===== src/pbb_pkg.sv =====
// ---------------------------------------------------------------------------
// pbb_pkg - shared types and constants for the pulsed actuator controller
// Request and action codes, field widths, configuration register map and the
// configuration and item structures used across the block.
// ---------------------------------------------------------------------------
`default_nettype none

package pbb_pkg;

   // field widths
   localparam int FB_BITS   = 12;
   localparam int HYST_BITS = 10;
   localparam int SLOT_BITS = 5;
   localparam int CMP_BITS  = FB_BITS + 2;   // signed room for position +/- hysteresis
   localparam int LANES     = 2;             // gate outputs exist for two actuators
   localparam int ACTUATORS_DEF = 2;

   // packed port widths
   localparam int REQ_DATA_BITS = 64;
   localparam int REQ_USER_BITS = 3;
   localparam int RSP_DATA_BITS = 16;
   localparam int RSP_FIELDS    = 10;
   localparam int CSR_ADDR_BITS = 3;
   localparam int CSR_DATA_BITS = 12;

   // request kinds
   typedef enum logic [1:0] {
      REQ_TICK    = 2'd0,
      REQ_ENABLE  = 2'd1,
      REQ_DISABLE = 2'd2,
      REQ_ESTOP   = 2'd3
   } req_kind_type;

   // bridge actions; hold also means all gates off
   typedef enum logic [1:0] {
      ACT_HOLD     = 2'd0,
      ACT_EXTEND   = 2'd1,
      ACT_CONTRACT = 2'd2
   } action_type;

   // configuration register indexes
   typedef enum logic [CSR_ADDR_BITS-1:0] {
      CSR_HYSTERESIS     = 3'd0,
      CSR_FB_FLOOR       = 3'd1,
      CSR_FB_CEILING     = 3'd2,
      CSR_EXTEND_FIRST   = 3'd3,
      CSR_EXTEND_SECOND  = 3'd4,
      CSR_CONTRACT_FIRST = 3'd5,
      CSR_CONTRACT_SECOND= 3'd6,
      CSR_HOLD_SLOTS     = 3'd7
   } csr_addr_type;

   // reset values of the configuration registers
   localparam logic [HYST_BITS-1:0] HYST_RST          = 10'd16;
   localparam logic [FB_BITS-1:0]   FLOOR_RST         = 12'd0;
   localparam logic [FB_BITS-1:0]   CEILING_RST       = 12'd4095;
   localparam logic [SLOT_BITS-1:0] EXTEND_FIRST_RST  = 5'd20;
   localparam logic [SLOT_BITS-1:0] EXTEND_SECOND_RST = 5'd7;
   localparam logic [SLOT_BITS-1:0] CONTR_FIRST_RST   = 5'd5;
   localparam logic [SLOT_BITS-1:0] CONTR_SECOND_RST  = 5'd7;
   localparam logic [SLOT_BITS-1:0] HOLD_SLOTS_RST    = 5'd6;

   typedef struct packed {
      logic [HYST_BITS-1:0] hysteresis;
      logic [FB_BITS-1:0]   fb_floor;
      logic [FB_BITS-1:0]   fb_ceiling;
      logic [SLOT_BITS-1:0] extend_first;
      logic [SLOT_BITS-1:0] extend_second;
      logic [SLOT_BITS-1:0] contract_first;
      logic [SLOT_BITS-1:0] contract_second;
      logic [SLOT_BITS-1:0] hold_slots;
   } cfg_type;

   // one captured request item
   typedef struct packed {
      req_kind_type                  kind;
      logic                          sel;
      logic [FB_BITS-1:0]            new_target;
      logic [FB_BITS-1:0]            new_min;
      logic [FB_BITS-1:0]            new_max;
      logic [LANES-1:0][FB_BITS-1:0] feedback;
   } item_type;

   // unsigned position into the signed compare domain
   function automatic logic signed [CMP_BITS-1:0] to_cmp(input logic [FB_BITS-1:0] x);
      return $signed({2'b00, x});
   endfunction

   function automatic logic signed [CMP_BITS-1:0] hyst_cmp(input logic [HYST_BITS-1:0] x);
      return $signed({{(CMP_BITS-HYST_BITS){1'b0}}, x});
   endfunction

endpackage

`default_nettype wire


===== src/pbb_csr.sv =====
// ---------------------------------------------------------------------------
// pbb_csr - configuration registers
// Write-only register file; one register written per enabled clock edge.
// ---------------------------------------------------------------------------
`default_nettype none

module pbb_csr
   import pbb_pkg::*;
(
   input  wire logic                     clock,
   input  wire logic                     reset,
   input  wire logic                     csr_we,
   input  wire logic [CSR_ADDR_BITS-1:0] csr_addr,
   input  wire logic [CSR_DATA_BITS-1:0] csr_wdata,
   output cfg_type                       cfg
);

   cfg_type cfg_ff, cfg_in;

   // register write decode
   always_comb begin
      cfg_in = cfg_ff;
      if (csr_we) begin
         case (csr_addr_type'(csr_addr))
            CSR_HYSTERESIS:      cfg_in.hysteresis      = csr_wdata[HYST_BITS-1:0];
            CSR_FB_FLOOR:        cfg_in.fb_floor        = csr_wdata[FB_BITS-1:0];
            CSR_FB_CEILING:      cfg_in.fb_ceiling      = csr_wdata[FB_BITS-1:0];
            CSR_EXTEND_FIRST:    cfg_in.extend_first    = csr_wdata[SLOT_BITS-1:0];
            CSR_EXTEND_SECOND:   cfg_in.extend_second   = csr_wdata[SLOT_BITS-1:0];
            CSR_CONTRACT_FIRST:  cfg_in.contract_first  = csr_wdata[SLOT_BITS-1:0];
            CSR_CONTRACT_SECOND: cfg_in.contract_second = csr_wdata[SLOT_BITS-1:0];
            CSR_HOLD_SLOTS:      cfg_in.hold_slots      = csr_wdata[SLOT_BITS-1:0];
            default:             cfg_in = cfg_ff;
         endcase
      end
   end

   always_ff @(posedge clock) begin
      if (reset) begin
         cfg_ff.hysteresis      <= HYST_RST;
         cfg_ff.fb_floor        <= FLOOR_RST;
         cfg_ff.fb_ceiling      <= CEILING_RST;
         cfg_ff.extend_first    <= EXTEND_FIRST_RST;
         cfg_ff.extend_second   <= EXTEND_SECOND_RST;
         cfg_ff.contract_first  <= CONTR_FIRST_RST;
         cfg_ff.contract_second <= CONTR_SECOND_RST;
         cfg_ff.hold_slots      <= HOLD_SLOTS_RST;
      end else begin
         cfg_ff <= cfg_in;
      end
   end

   assign cfg = cfg_ff;

endmodule

`default_nettype wire


===== src/pbb_actuator.sv =====
// ---------------------------------------------------------------------------
// pbb_actuator - state and decision logic of one actuator
// Holds enable, target, limits, slot counter, chosen action and bridge drive.
// Applies one request per step and gives the drive and reached flag after it.
// ---------------------------------------------------------------------------
`default_nettype none

module pbb_actuator
   import pbb_pkg::*;
(
   input  wire logic                 clock,
   input  wire logic                 reset,
   input  wire cfg_type              cfg,
   input  wire logic [SLOT_BITS-1:0] extend_slots,
   input  wire logic [SLOT_BITS-1:0] contract_slots,
   input  wire logic                 step,        // item applied this cycle
   input  wire req_kind_type         kind,
   input  wire logic                 hit,         // this actuator addressed
   input  wire logic [FB_BITS-1:0]   new_target,
   input  wire logic [FB_BITS-1:0]   new_min,
   input  wire logic [FB_BITS-1:0]   new_max,
   input  wire logic [FB_BITS-1:0]   feedback,
   output action_type                drive_nxt,
   output logic                      reached
);

   logic                 active_ff, active_in;
   logic [FB_BITS-1:0]   goal_ff, goal_in;
   logic [FB_BITS-1:0]   lower_ff, lower_in;
   logic [FB_BITS-1:0]   upper_ff, upper_in;
   logic [SLOT_BITS-1:0] slot_ff, slot_in;
   action_type           chosen_ff, chosen_in;
   action_type           drive_ff, drive_in;

   logic signed [CMP_BITS-1:0] fb_s, h_s, lo_raw, hi_raw, lo, hi;
   logic signed [CMP_BITS-1:0] lim_lo, lim_hi, g_new;
   action_type                 choice;
   logic [SLOT_BITS-1:0]       slot_inc, period;

   // band edges: target band clamped to the feedback range, limit bands not
   always_comb begin
      fb_s   = to_cmp(feedback);
      h_s    = hyst_cmp(cfg.hysteresis);
      lo_raw = to_cmp(goal_ff) - h_s;
      hi_raw = to_cmp(goal_ff) + h_s;
      lo     = (lo_raw < to_cmp(cfg.fb_floor))   ? to_cmp(cfg.fb_floor)   : lo_raw;
      hi     = (hi_raw > to_cmp(cfg.fb_ceiling)) ? to_cmp(cfg.fb_ceiling) : hi_raw;
      lim_lo = to_cmp(lower_ff) - h_s;
      lim_hi = to_cmp(upper_ff) + h_s;
   end

   // action choice, later test wins
   always_comb begin
      choice = ACT_HOLD;
      if (fb_s <= lo)              choice = ACT_EXTEND;
      if (fb_s >= hi)              choice = ACT_CONTRACT;
      if (fb_s > lo && fb_s < hi)  choice = ACT_HOLD;
      if (fb_s <= lim_lo)          choice = ACT_EXTEND;
      if (fb_s >= lim_hi)          choice = ACT_CONTRACT;
   end

   // request handling
   always_comb begin
      active_in = active_ff;
      goal_in   = goal_ff;
      lower_in  = lower_ff;
      upper_in  = upper_ff;
      slot_in   = slot_ff;
      chosen_in = chosen_ff;
      drive_in  = drive_ff;
      slot_inc  = slot_ff + SLOT_BITS'(1);
      period    = cfg.hold_slots;
      if (step) begin
         case (kind)
            REQ_TICK: begin
               if (active_ff) begin
                  if (slot_ff == '0) begin
                     chosen_in = choice;
                     drive_in  = choice;
                  end else begin
                     drive_in  = ACT_HOLD;
                  end
                  case (chosen_in)
                     ACT_EXTEND:   period = extend_slots;
                     ACT_CONTRACT: period = contract_slots;
                     default:      period = cfg.hold_slots;
                  endcase
                  slot_in = (slot_inc == period) ? '0 : slot_inc;
               end else begin
                  drive_in = ACT_HOLD;
               end
            end
            REQ_ENABLE: begin
               if (hit) begin
                  goal_in   = new_target;
                  lower_in  = new_min;
                  upper_in  = new_max;
                  active_in = 1'b1;
                  slot_in   = '0;
               end
            end
            REQ_DISABLE: begin
               if (hit) active_in = 1'b0;
            end
            REQ_ESTOP: begin
               active_in = 1'b0;
               drive_in  = ACT_HOLD;
            end
            default: begin
               drive_in = drive_ff;
            end
         endcase
      end
   end

   // reached flag on the unclamped band around the target after the request
   always_comb begin
      g_new   = to_cmp(goal_in);
      reached = (fb_s > g_new - h_s) && (fb_s < g_new + h_s);
   end

   assign drive_nxt = drive_in;

   always_ff @(posedge clock) begin
      if (reset) begin
         active_ff <= 1'b0;
         goal_ff   <= '0;
         lower_ff  <= '0;
         upper_ff  <= '0;
         slot_ff   <= '0;
         chosen_ff <= ACT_HOLD;
         drive_ff  <= ACT_HOLD;
      end else begin
         active_ff <= active_in;
         goal_ff   <= goal_in;
         lower_ff  <= lower_in;
         upper_ff  <= upper_in;
         slot_ff   <= slot_in;
         chosen_ff <= chosen_in;
         drive_ff  <= drive_in;
      end
   end

   // a disabled actuator switches its bridge off on the next tick
   a_idle_off: assert property (@(posedge clock) disable iff (reset)
      step && kind == REQ_TICK && !active_ff |=> drive_ff == ACT_HOLD)
      else $error("bridge driven while actuator disabled");

   // gates pulse only on slot zero
   a_pulse_slot0: assert property (@(posedge clock) disable iff (reset)
      step && kind == REQ_TICK && slot_ff != '0 |=> drive_ff == ACT_HOLD)
      else $error("bridge driven outside slot zero");

   // emergency stop leaves the actuator disabled and off
   a_estop: assert property (@(posedge clock) disable iff (reset)
      step && kind == REQ_ESTOP |=> !active_ff && drive_ff == ACT_HOLD)
      else $error("emergency stop not honoured");

   // enable restarts the period
   a_enable: assert property (@(posedge clock) disable iff (reset)
      step && kind == REQ_ENABLE && hit |=> active_ff && slot_ff == '0 && $stable(drive_ff))
      else $error("enable did not restart the slot counter");

endmodule

`default_nettype wire


===== src/pulsed_bang_bang_actuator_control.sv =====
// Path: an accepted request item waits in the input register, and its result is
//   then held in the result register that drives rsp_tvalid.
// Throughput: one item per cycle while the result stream is not stalled by rsp_tready;
//   each actuator applies its state update as the item advances.
// Reset: synchronous, active high; actuators disabled, targets and limits zero,
//   gates off, configuration registers back to their defaults.
// ---------------------------------------------------------------------------
// pulsed_bang_bang_actuator_control - pulsed H-bridge control of two actuators
// Input register, per-actuator decision logic and a result register; the
// stream handshake lets a new item enter while the last result waits.
// ---------------------------------------------------------------------------
`default_nettype none

module pulsed_bang_bang_actuator_control
   import pbb_pkg::*;
#(
   parameter int ACTUATORS = ACTUATORS_DEF   // 1 or 2 actuators fitted
) (
   input  wire logic                     clock,
   input  wire logic                     reset,
   // request stream
   input  wire logic                     req_tvalid,
   output logic                          req_tready,
   // new_target, new_min, new_max, feedback_first, feedback_second, zero pad
   input  wire logic [REQ_DATA_BITS-1:0] req_tdata,
   // req_type, actuator_sel
   input  wire logic [REQ_USER_BITS-1:0] req_tuser,
   // result stream
   output logic                          rsp_tvalid,
   input  wire logic                     rsp_tready,
   // a0_high_left, a0_low_left, a0_high_right, a0_low_right, a1_high_left,
   // a1_low_left, a1_high_right, a1_low_right, reached_first, reached_second, zero pad
   output logic [RSP_DATA_BITS-1:0]      rsp_tdata,
   // configuration write port
   input  wire logic                     csr_we,
   input  wire logic [CSR_ADDR_BITS-1:0] csr_addr,
   input  wire logic [CSR_DATA_BITS-1:0] csr_wdata
);

   cfg_type  cfg;
   item_type item_ff, item_in;
   logic     s1_valid_ff, s1_valid_in;
   logic     rsp_valid_ff, rsp_valid_in;
   logic [RSP_DATA_BITS-1:0] rsp_data_ff, rsp_data_in;
   logic     advance;

   action_type       drive [LANES];
   logic [LANES-1:0] reached;

   pbb_csr u_csr (
      .clock     (clock),
      .reset     (reset),
      .csr_we    (csr_we),
      .csr_addr  (csr_addr),
      .csr_wdata (csr_wdata),
      .cfg       (cfg)
   );

   // handshake: stage one moves on when the result register is free or drained
   assign advance    = s1_valid_ff && (!rsp_valid_ff || rsp_tready);
   assign req_tready = !s1_valid_ff || advance;

   // input register
   always_comb begin
      item_in.kind        = req_kind_type'(req_tuser[1:0]);
      item_in.sel         = req_tuser[2];
      item_in.new_target  = req_tdata[FB_BITS-1:0];
      item_in.new_min     = req_tdata[2*FB_BITS-1:FB_BITS];
      item_in.new_max     = req_tdata[3*FB_BITS-1:2*FB_BITS];
      item_in.feedback[0] = req_tdata[4*FB_BITS-1:3*FB_BITS];
      item_in.feedback[1] = req_tdata[5*FB_BITS-1:4*FB_BITS];
      s1_valid_in         = (req_tvalid && req_tready) || (s1_valid_ff && !advance);
   end

   // actuator lanes; an absent actuator stays disabled with a zero target
   for (genvar a = 0; a < LANES; a++) begin : g_lane
      if (a < ACTUATORS) begin : g_fitted
         pbb_actuator u_act (
            .clock          (clock),
            .reset          (reset),
            .cfg            (cfg),
            .extend_slots   ((a == 0) ? cfg.extend_first   : cfg.extend_second),
            .contract_slots ((a == 0) ? cfg.contract_first : cfg.contract_second),
            .step           (advance),
            .kind           (item_ff.kind),
            .hit            (item_ff.sel == 1'(a)),
            .new_target     (item_ff.new_target),
            .new_min        (item_ff.new_min),
            .new_max        (item_ff.new_max),
            .feedback       (item_ff.feedback[a]),
            .drive_nxt      (drive[a]),
            .reached        (reached[a])
         );
      end else begin : g_absent
         assign drive[a]   = ACT_HOLD;
         // band around a zero target reduces to feedback below the hysteresis
         assign reached[a] = item_ff.feedback[a] <
                             {{(FB_BITS-HYST_BITS){1'b0}}, cfg.hysteresis};
      end
   end

   // result word
   always_comb begin
      rsp_data_in = '0;
      for (int a = 0; a < LANES; a++) begin
         rsp_data_in[4*a]     = (drive[a] == ACT_EXTEND);
         rsp_data_in[4*a + 1] = (drive[a] == ACT_CONTRACT);
         rsp_data_in[4*a + 2] = (drive[a] == ACT_CONTRACT);
         rsp_data_in[4*a + 3] = (drive[a] == ACT_EXTEND);
      end
      rsp_data_in[4*LANES]     = reached[0];
      rsp_data_in[4*LANES + 1] = reached[1];
      rsp_valid_in = advance || (rsp_valid_ff && !rsp_tready);
   end

   always_ff @(posedge clock) begin
      if (reset) begin
         s1_valid_ff  <= 1'b0;
         rsp_valid_ff <= 1'b0;
      end else begin
         s1_valid_ff  <= s1_valid_in;
         rsp_valid_ff <= rsp_valid_in;
      end
   end

   // payload registers
   always_ff @(posedge clock) begin
      if (req_tvalid && req_tready) item_ff <= item_in;
      if (advance) rsp_data_ff <= rsp_data_in;
   end

   assign rsp_tvalid = rsp_valid_ff;
   assign rsp_tdata  = rsp_data_ff;

endmodule

`default_nettype wire

===== config.mk =====
export PLATFORM = sky130hd
export DESIGN_NAME = pulsed_bang_bang_actuator_control
export DESIGN_NICKNAME = d
export VERILOG_FILES = /design/src/pbb_pkg.sv /design/src/pbb_csr.sv /design/src/pbb_actuator.sv /design/src/pulsed_bang_bang_actuator_control.sv
export SDC_FILE = /design/constraint.sdc
export NUM_CORES = 1
export LEC_CHECK = 0
export BUFFER_PORTS_ARGS = -buffer_cell sky130_fd_sc_hd__buf_2
export CELL_PAD_IN_SITES_DETAIL_PLACEMENT = 0
export CELL_PAD_IN_SITES_GLOBAL_PLACEMENT = 1
export CORE_UTILIZATION = 52
export CTS_BUF_LIST = sky130_fd_sc_hd__clkbuf_4 sky130_fd_sc_hd__clkbuf_8 sky130_fd_sc_hd__clkbuf_16
export CTS_CLUSTER_DIAMETER = 120
export CTS_CLUSTER_SIZE = 12
export DETAILED_ROUTE_END_ITERATION = 6
export PLACE_DENSITY_LB_ADDON = 0.1
export SLEW_MARGIN = 10
export SYNTH_ARGS = -nofsm -noshare
export SYNTH_HDL_FRONTEND = slang
export SYNTH_SLANG_ARGS = --single-unit
export TNS_END_PERCENT = 1

===== constraint.sdc =====
create_clock -name clock -period 11.9 [get_ports clock]
set_input_delay 0.595 -clock clock [delete_from_list [all_inputs] [get_ports clock]]
set_output_delay 0.595 -clock clock [all_outputs]
set_load 0.01 [all_outputs]

Yosys cells after proc, flatten, opt, wreduce, memory -nomap -nowiden:

Index checks and enable logic that the tools add are counted.

* add/subtract/negate cells: 14
* equality and inequality tests: 26
* order comparisons: 20
* bitwise operators: 1
* reductions and logical operators: 38
* multiplexer cells: 58

Operators by type and width (count)
* $add A12 B10 Y13: 6
* $sub A12 B10 Y13: 6
* $mux W12: 6
* $mux W5: 12
* $ge A13 B14 Y1: 4
* $gt A13 B14 Y1: 4
* $le A13 B14 Y1: 4
* $lt A13 B14 Y1: 4
* $mux W14: 4
* $mux W2: 22
* $pmux W5 S2: 4
* $gt A14 B13 Y1: 2
* $lt A14 B13 Y1: 2
* $reduce_and A2 Y1: 8
* $reduce_and A4 Y1: 4
* $eq A2 B2 Y1 const B: 6
* $eq A3 B3 Y1 const B: 4
* $reduce_and A3 Y1: 4
* $add A5 B1 Y5 const B: 2
* $eq A2 B1 Y1 const B: 5
* $eq A5 B5 Y1: 2
* $logic_not A5 Y1: 2
* $logic_and A1 B1 Y1: 8
* $ne A2 B2 Y1 const B: 4
* 13 further kinds: 28

* input port bits: 87
* flip-flop bits (word level): 226
* output and inout bits: 18

Logic depth before layout (Yosys ltp):

* depth in word-level cells: 22
* gate-level depth with buffers: 36
* gate-level depth less buffers: 34

By module:

Synthesis repeated with hierarchy kept, for this count alone.

* cells, all modules: 2248
* area total of the unflattened synthesis: 19204.7 µm²

By module, submodules not included
* pbb_actuator (g_lane[0].g_fitted.u_act): area an instance 7260.7 µm², instances 1, cells an instance 963
* pbb_actuator (g_lane[1].g_fitted.u_act): area an instance 7252.0 µm², instances 1, cells an instance 961
* pbb_csr: area an instance 2408.6 µm², instances 1, cells an instance 229
* pulsed_bang_bang_actuator_control: area an instance 2283.4 µm², instances 1, cells an instance 95

Worst setup path after synthesis:

No wires, ideal clock.

* kind: register to register
* start: reg u_csr.cfg_ff, in the netlist u_csr.cfg[50]
* end: reg g_lane[1].g_fitted.u_act.slot_ff[1]
* data required time: 11.772 ns
* data arrival time: 7.731 ns
* period minus slack after synthesis: 7.859 ns
* stages on the path, launching flop included: 34
* path slack: 4.041 ns
* buffers on the path: 2
* cells stage by stage: dfxtp_1 inv_1 fa_1 a21o_1 a21oi_1 nor2b_1 o21ai_0 o21ba_2 xnor2_1 ha_1 a211oi_1 nand2_1 a31oi_1 o21ai_0 a211oi_1 ha_1 buf_1 mux2i_1 ha_1 a211o_1 a2111oi_0 a211oi_1 o22ai_2 and2_1 mux2i_1 ha_1 clkbuf_1 nand2_1 o21ai_1 xnor3_1 o22ai_1 o2111ai_1 a32oi_1 nor2_1

* longest elaborated chain between the ends: 22
* elaborated cells between the ends (all ways): 34

RTL lines
* start: declaration: RTL line pbb_csr.sv:18 `cfg_type cfg_ff, cfg_in;`
* start signal: assignment: RTL line pbb_csr.sv:49 `cfg_ff <= cfg_in;`
* $sub A12 B10 Y13: RTL line pbb_actuator.sv:44 `lo_raw = to_cmp(goal_ff) - h_s;`
* $lt A14 B13 Y1: RTL line pbb_actuator.sv:46 `lo = (lo_raw < to_cmp(cfg.fb_floor)) ? to_cmp(cfg.fb_floor) : lo_raw;`
* $mux W14: RTL line pbb_actuator.sv:46
* $le A13 B14 Y1: RTL line pbb_actuator.sv:55 `if (fb_s <= lo) choice = ACT_EXTEND;`
* $mux W1: RTL line pbb_actuator.sv:55
* $mux W2: RTL line pbb_actuator.sv:56 `if (fb_s >= hi) choice = ACT_CONTRACT;`
* $mux W2: RTL line pbb_actuator.sv:57 `if (fb_s > lo && fb_s < hi) choice = ACT_HOLD;`
* $mux W2: RTL line pbb_actuator.sv:58 `if (fb_s <= lim_lo) choice = ACT_EXTEND;`
* [6 not listed]
* $pmux W5 S2 *: RTL line pbb_actuator.sv:83 `case (chosen_in)`
* $mux W5 *: RTL line pbb_actuator.sv:76 `if (active_ff) begin`
* $mux W5 *: RTL line pbb_actuator.sv:74 `case (kind)`
* $mux W5 *: RTL line pbb_actuator.sv:73 `if (step) begin`
* $eq A5 B5 Y1 *: RTL line pbb_actuator.sv:88 `slot_in = (slot_inc == period) ? '0 : slot_inc;`
* $mux W5 *: RTL line pbb_actuator.sv:88
* $mux W5 *: RTL line pbb_actuator.sv:76
* $pmux W5 S2 *: RTL line pbb_actuator.sv:74
* end signal: assignment: RTL line pbb_actuator.sv:138 `slot_ff <= slot_in;`
* end: declaration: RTL line pbb_actuator.sv:31 `logic [SLOT_BITS-1:0] slot_ff, slot_in;`

Every way passes the cells marked *; elsewhere a longest branch is shown, timed or not. The select of a mux whose other input is x is not followed.
A chain may end at the register's enable or synchronous reset.

Worst setup path in the final report:

Same ends and word-level chain as after synthesis.

==> impl_results.md <==
- Peak supply drop: around 0.00012 V
- Cts hold-fix bufs: 0
- HP Class: in2reg
- CP max stage cell: a2111oi_0
- Worst Max-Slew Pin Slew: 1000 ps
- Crit path largest cell delay: ~620 ps
- GRT Overall Usage: a little under a third
- Root buf cell: clkbuf_16
- RSZ-0062 raised after global routing: no
- Post-synth top area cell: ha_1
- Synth Instances: about 2,200
- Die area: 37,600 um^2
- 1st-iter DRT viols: between 900 and 1,000
- Maximum operating frequency: roughly 120 MHz
- Final hold violations: 0
- HPWL Detailed: 44.4 mm
- Top-area cell type share of the netlist area: about a fifth
- Leak: around 9.3 nW
- Post-route ant nets: 0
- Clock Tree Buf Depth: 3
- Total iterations of the first detailed-routing run: 6
- Post-synth EDFFs: between 60 and 70
- Die Wd: 194 um
- Uppermost layer routed: met4
- Syn-to-layout area delta: 8.06%
- Drt drc: 0
- Routed WL: 57.7 mm
- Vias: roughly 16,000
- Clock sink count: ~220
- Max-cap violations: 0
- GPL Wtd Cong: 0.927
- Ys async rst share: 0%
- Slew Limit Fails: 0
- Met1 Wirelength: approximately 25 mm
- Final Critical Period: just under 9000 ps
- Io pins: 105
- TNS Setup: 0 ps
- GR Overflow Total: 0
- Post-Syn Area: ~19,000 um^2
- Status: finished clean
- CP endpoint: g_lane[1].g_fitted.u_act.slot_ff[1]
- Clock Pin Slew Worst Setup and Hold Paths: around 80 ps
- Pwr/cell area: around 95 nW/um^2
- Fin Clk Skew: 24.6 ps
- Worst r2r src: u_csr.cfg[50]
- Worst setup EP type: flip-flop
- Reg2Reg Depth: 31
- CTS tree: built
- First-pass GRT wire length: between 80 and 90 mm
- Vias in the first global route: 15,700
- Yosys reg bits: between 200 and 250
- Ranking of synthesized cells by area: ha_1 21%, dfxtp_1 16%, edfxtp_1 11%
- Crit path kind: reg2reg
- Initial Util: between 50 and 60%
- Ant diodes: 0
- I/O Buffers: 94
- Gates resized, CTS repair: 0
- CTS Buf Count: 22
- Layout cells sized above 1: roughly 8.2%
- Filler cells: about 3,300
- Routed wl met3: approximately 3.3 mm
- Endpoints failing setup: 0
- Vias per inst: 5.89
- CP required: about 12,000 ps
- Core area: 35,900 um^2
- Pin count of the biggest net entering global routing: 89
- Post-CTS Setup Inserts: 0
- Initial antenna violation count: 1
- Most frequent cells after synthesis: 322 x ha_1, 301 x nand2_1, 201 x a21oi_1, 153 x dfxtp_1, 151 x nor2_1
- Power Total: between 0.0015 and 0.002 W
- Worst-Skew Late Latency: between 500 and 600 ps
- Crit path arrival time: 9040 ps
- Slew headroom: ~33%
- Reg-to-Reg End: g_lane[1].g_fitted.u_act.slot_ff[1]
- Most common cell on crit path: ha_1
- Met2 wire length: ~27 mm
- Rows: 69
- Crit share post-route: 72.6%
- Most frequent cell after synthesis: ha_1
- H-tree levels: 1
- Startpoint types: flip-flop
- Ys flop type: dfxtp_1
- Yosys warnings: 0
- Crit-path max FO: 14
- Reg-to-reg slack, setup: about 3300 ps
- Fin nets: 2,724
- Avg Inst Size Synth: between 8 and 9 um^2
- WL/cell: 20.8 um
- Die height: 194 um
- Launch point of the worst path: u_csr.cfg[50]
- Post-synthesis sequential area ratio: ~27%
- Netlist cell types: between 90 and 100
==> worst max-delay path, delay by kind of cell, from the launching register on <==
kind	cells	cell delay (ps)
flip-flops	1	320
XOR/XNOR	2	540
multiplexers	2	340
AND/OR/NAND/NOR	5	530
AO/OA/AOI/OAI	16	4110
buffers and inverters	1	380
adder cells (fa/ha/maj)	5	2250
==> logic make-up (layout without fill, tap and decap cells) <==
kind of cell	Yosys count	count (layout)	share of synthesized area, %
mux	67	67	3.59
compound gates	558	558	19.2
fa+ha+maj	334	334	22.3
xor+xnor	112	112	5.27
simple gates	741	741	18.4
other cells	1	6	0.0196
buf+inv	207	277	4.40
flops	222	222	26.8
==> final cells by class <==
cell class                 count  area [um^2]  share of cell area [%]
multi-input combinational   1818        13200                    63.8
sequential                   222         5130                    24.8
clock buffer                  36          656                    3.17
timing repair buffer         113          616                    2.98
tap                          461          577                    2.79
inverter                     126          473                    2.29
clock inverter                 2         38.8                   0.187
==> where the power goes <==
part           switching (W)  internal, W
clock network       0.000316     0.000381
logic               0.000251     0.000180
registers          0.0000383     0.000806
==> through the flow <==
step | instances | hold WS (ps) | setup slack (ps) | area [um^2] | utilization [%]
after floorplan | 2247 | 434 | 4040 | 19200 | -
after global placement | 2740 | 443 | 3410 | 20000 | 55.7
after detailed placement | 2740 | 449 | 3380 | 20000 | 55.7
after CTS | 2778 | 186 | 3340 | 20700 | 57.6
after global routing | 2778 | 195 | 2560 | 20700 | 57.6
final | 2778 | 208 | 3260 | 20700 | 57.6
==> routing by layer <==
metal	up-vias	GRT usage (%)
met4	0	11.5
met5	-	0
met3	98	4.85
met1	7704	38.5
li1	8151	-
met2	410	51.9
==> layout by cell type (no fill, tap or decap), types with 7 or more instances in the layout <==
master / Yosys / final
and2_1: 8 / 7
buf_4: 13 / 20
nor2b_1: 60 / 60
nand3b_1: 17 / 17
clkbuf_4: 0 / 14
a211oi_1: 23 / 23
xnor2_1: 68 / 68
edfxtp_1: 69 / 69
a22oi_1: 12 / 12
o21bai_1: 25 / 25
o21a_1: 26 / 26
a221oi_1: 9 / 9
clkbuf_16: 0 / 22
fa_1: 12 / 12
a21o_1: 24 / 24
or3_1: 16 / 16
o21ai_1: 7 / 7
nor2_1: 151 / 149
a21oi_1: 201 / 201
buf_2: 6 / 93
xor2_1: 42 / 42
a21boi_0: 8 / 8
or2_2: 10 / 10
o31ai_1: 8 / 8
inv_1: 126 / 126
nand4_1: 29 / 29
mux2i_1: 62 / 62
nand2_1: 301 / 301
nor3_1: 37 / 37
a31oi_1: 14 / 14
ha_1: 322 / 322
a211o_1: 22 / 22
dfxtp_1: 153 / 153
nand2b_1: 26 / 26
or4_1: 7 / 7
o211ai_1: 23 / 23
nand3_1: 41 / 41
o21ai_0: 89 / 89
nor4_1: 11 / 11
==> worst min-delay path by stage <==
stage / startpoint / to / slack, ps / depth (start not counted)
6_report: req_tdata[10] / item_ff[58] / 210 / 1
5_1_grt: req_tdata[1] / item_ff[49] / 200 / 1
4_1_cts: req_tdata[7] / item_ff[55] / 190 / 1
3_5_place_dp: g_lane[0].g_fitted.u_act.lower_ff[0] / g_lane[0].g_fitted.u_act.lower_ff[0] / 450 / 2
3_3_place_gp: u_csr.cfg[24] / u_csr.cfg[24] / 440 / 1
2_1_floorplan: g_lane[0].g_fitted.u_act.chosen_ff[1] / g_lane[0].g_fitted.u_act.chosen_ff[1] / 430 / 2
==> state kept, by name (all words and copies together) (netlist names) <==
register and cells:
g_lane.g_fitted.u_act.upper_ff 24, rsp_tdata 6, g_lane.g_fitted.u_act.chosen_ff 4, s1_valid_ff 1
g_lane.g_fitted.u_act.active_ff 2, g_lane.g_fitted.u_act.goal_ff 24, item_ff 63, g_lane.g_fitted.u_act.lower_ff 24
rsp_tvalid 1, g_lane.g_fitted.u_act.slot_ff 10, u_csr.cfg 59, g_lane.g_fitted.u_act.drive_ff 4
Power figures use the tool's default switching activity.
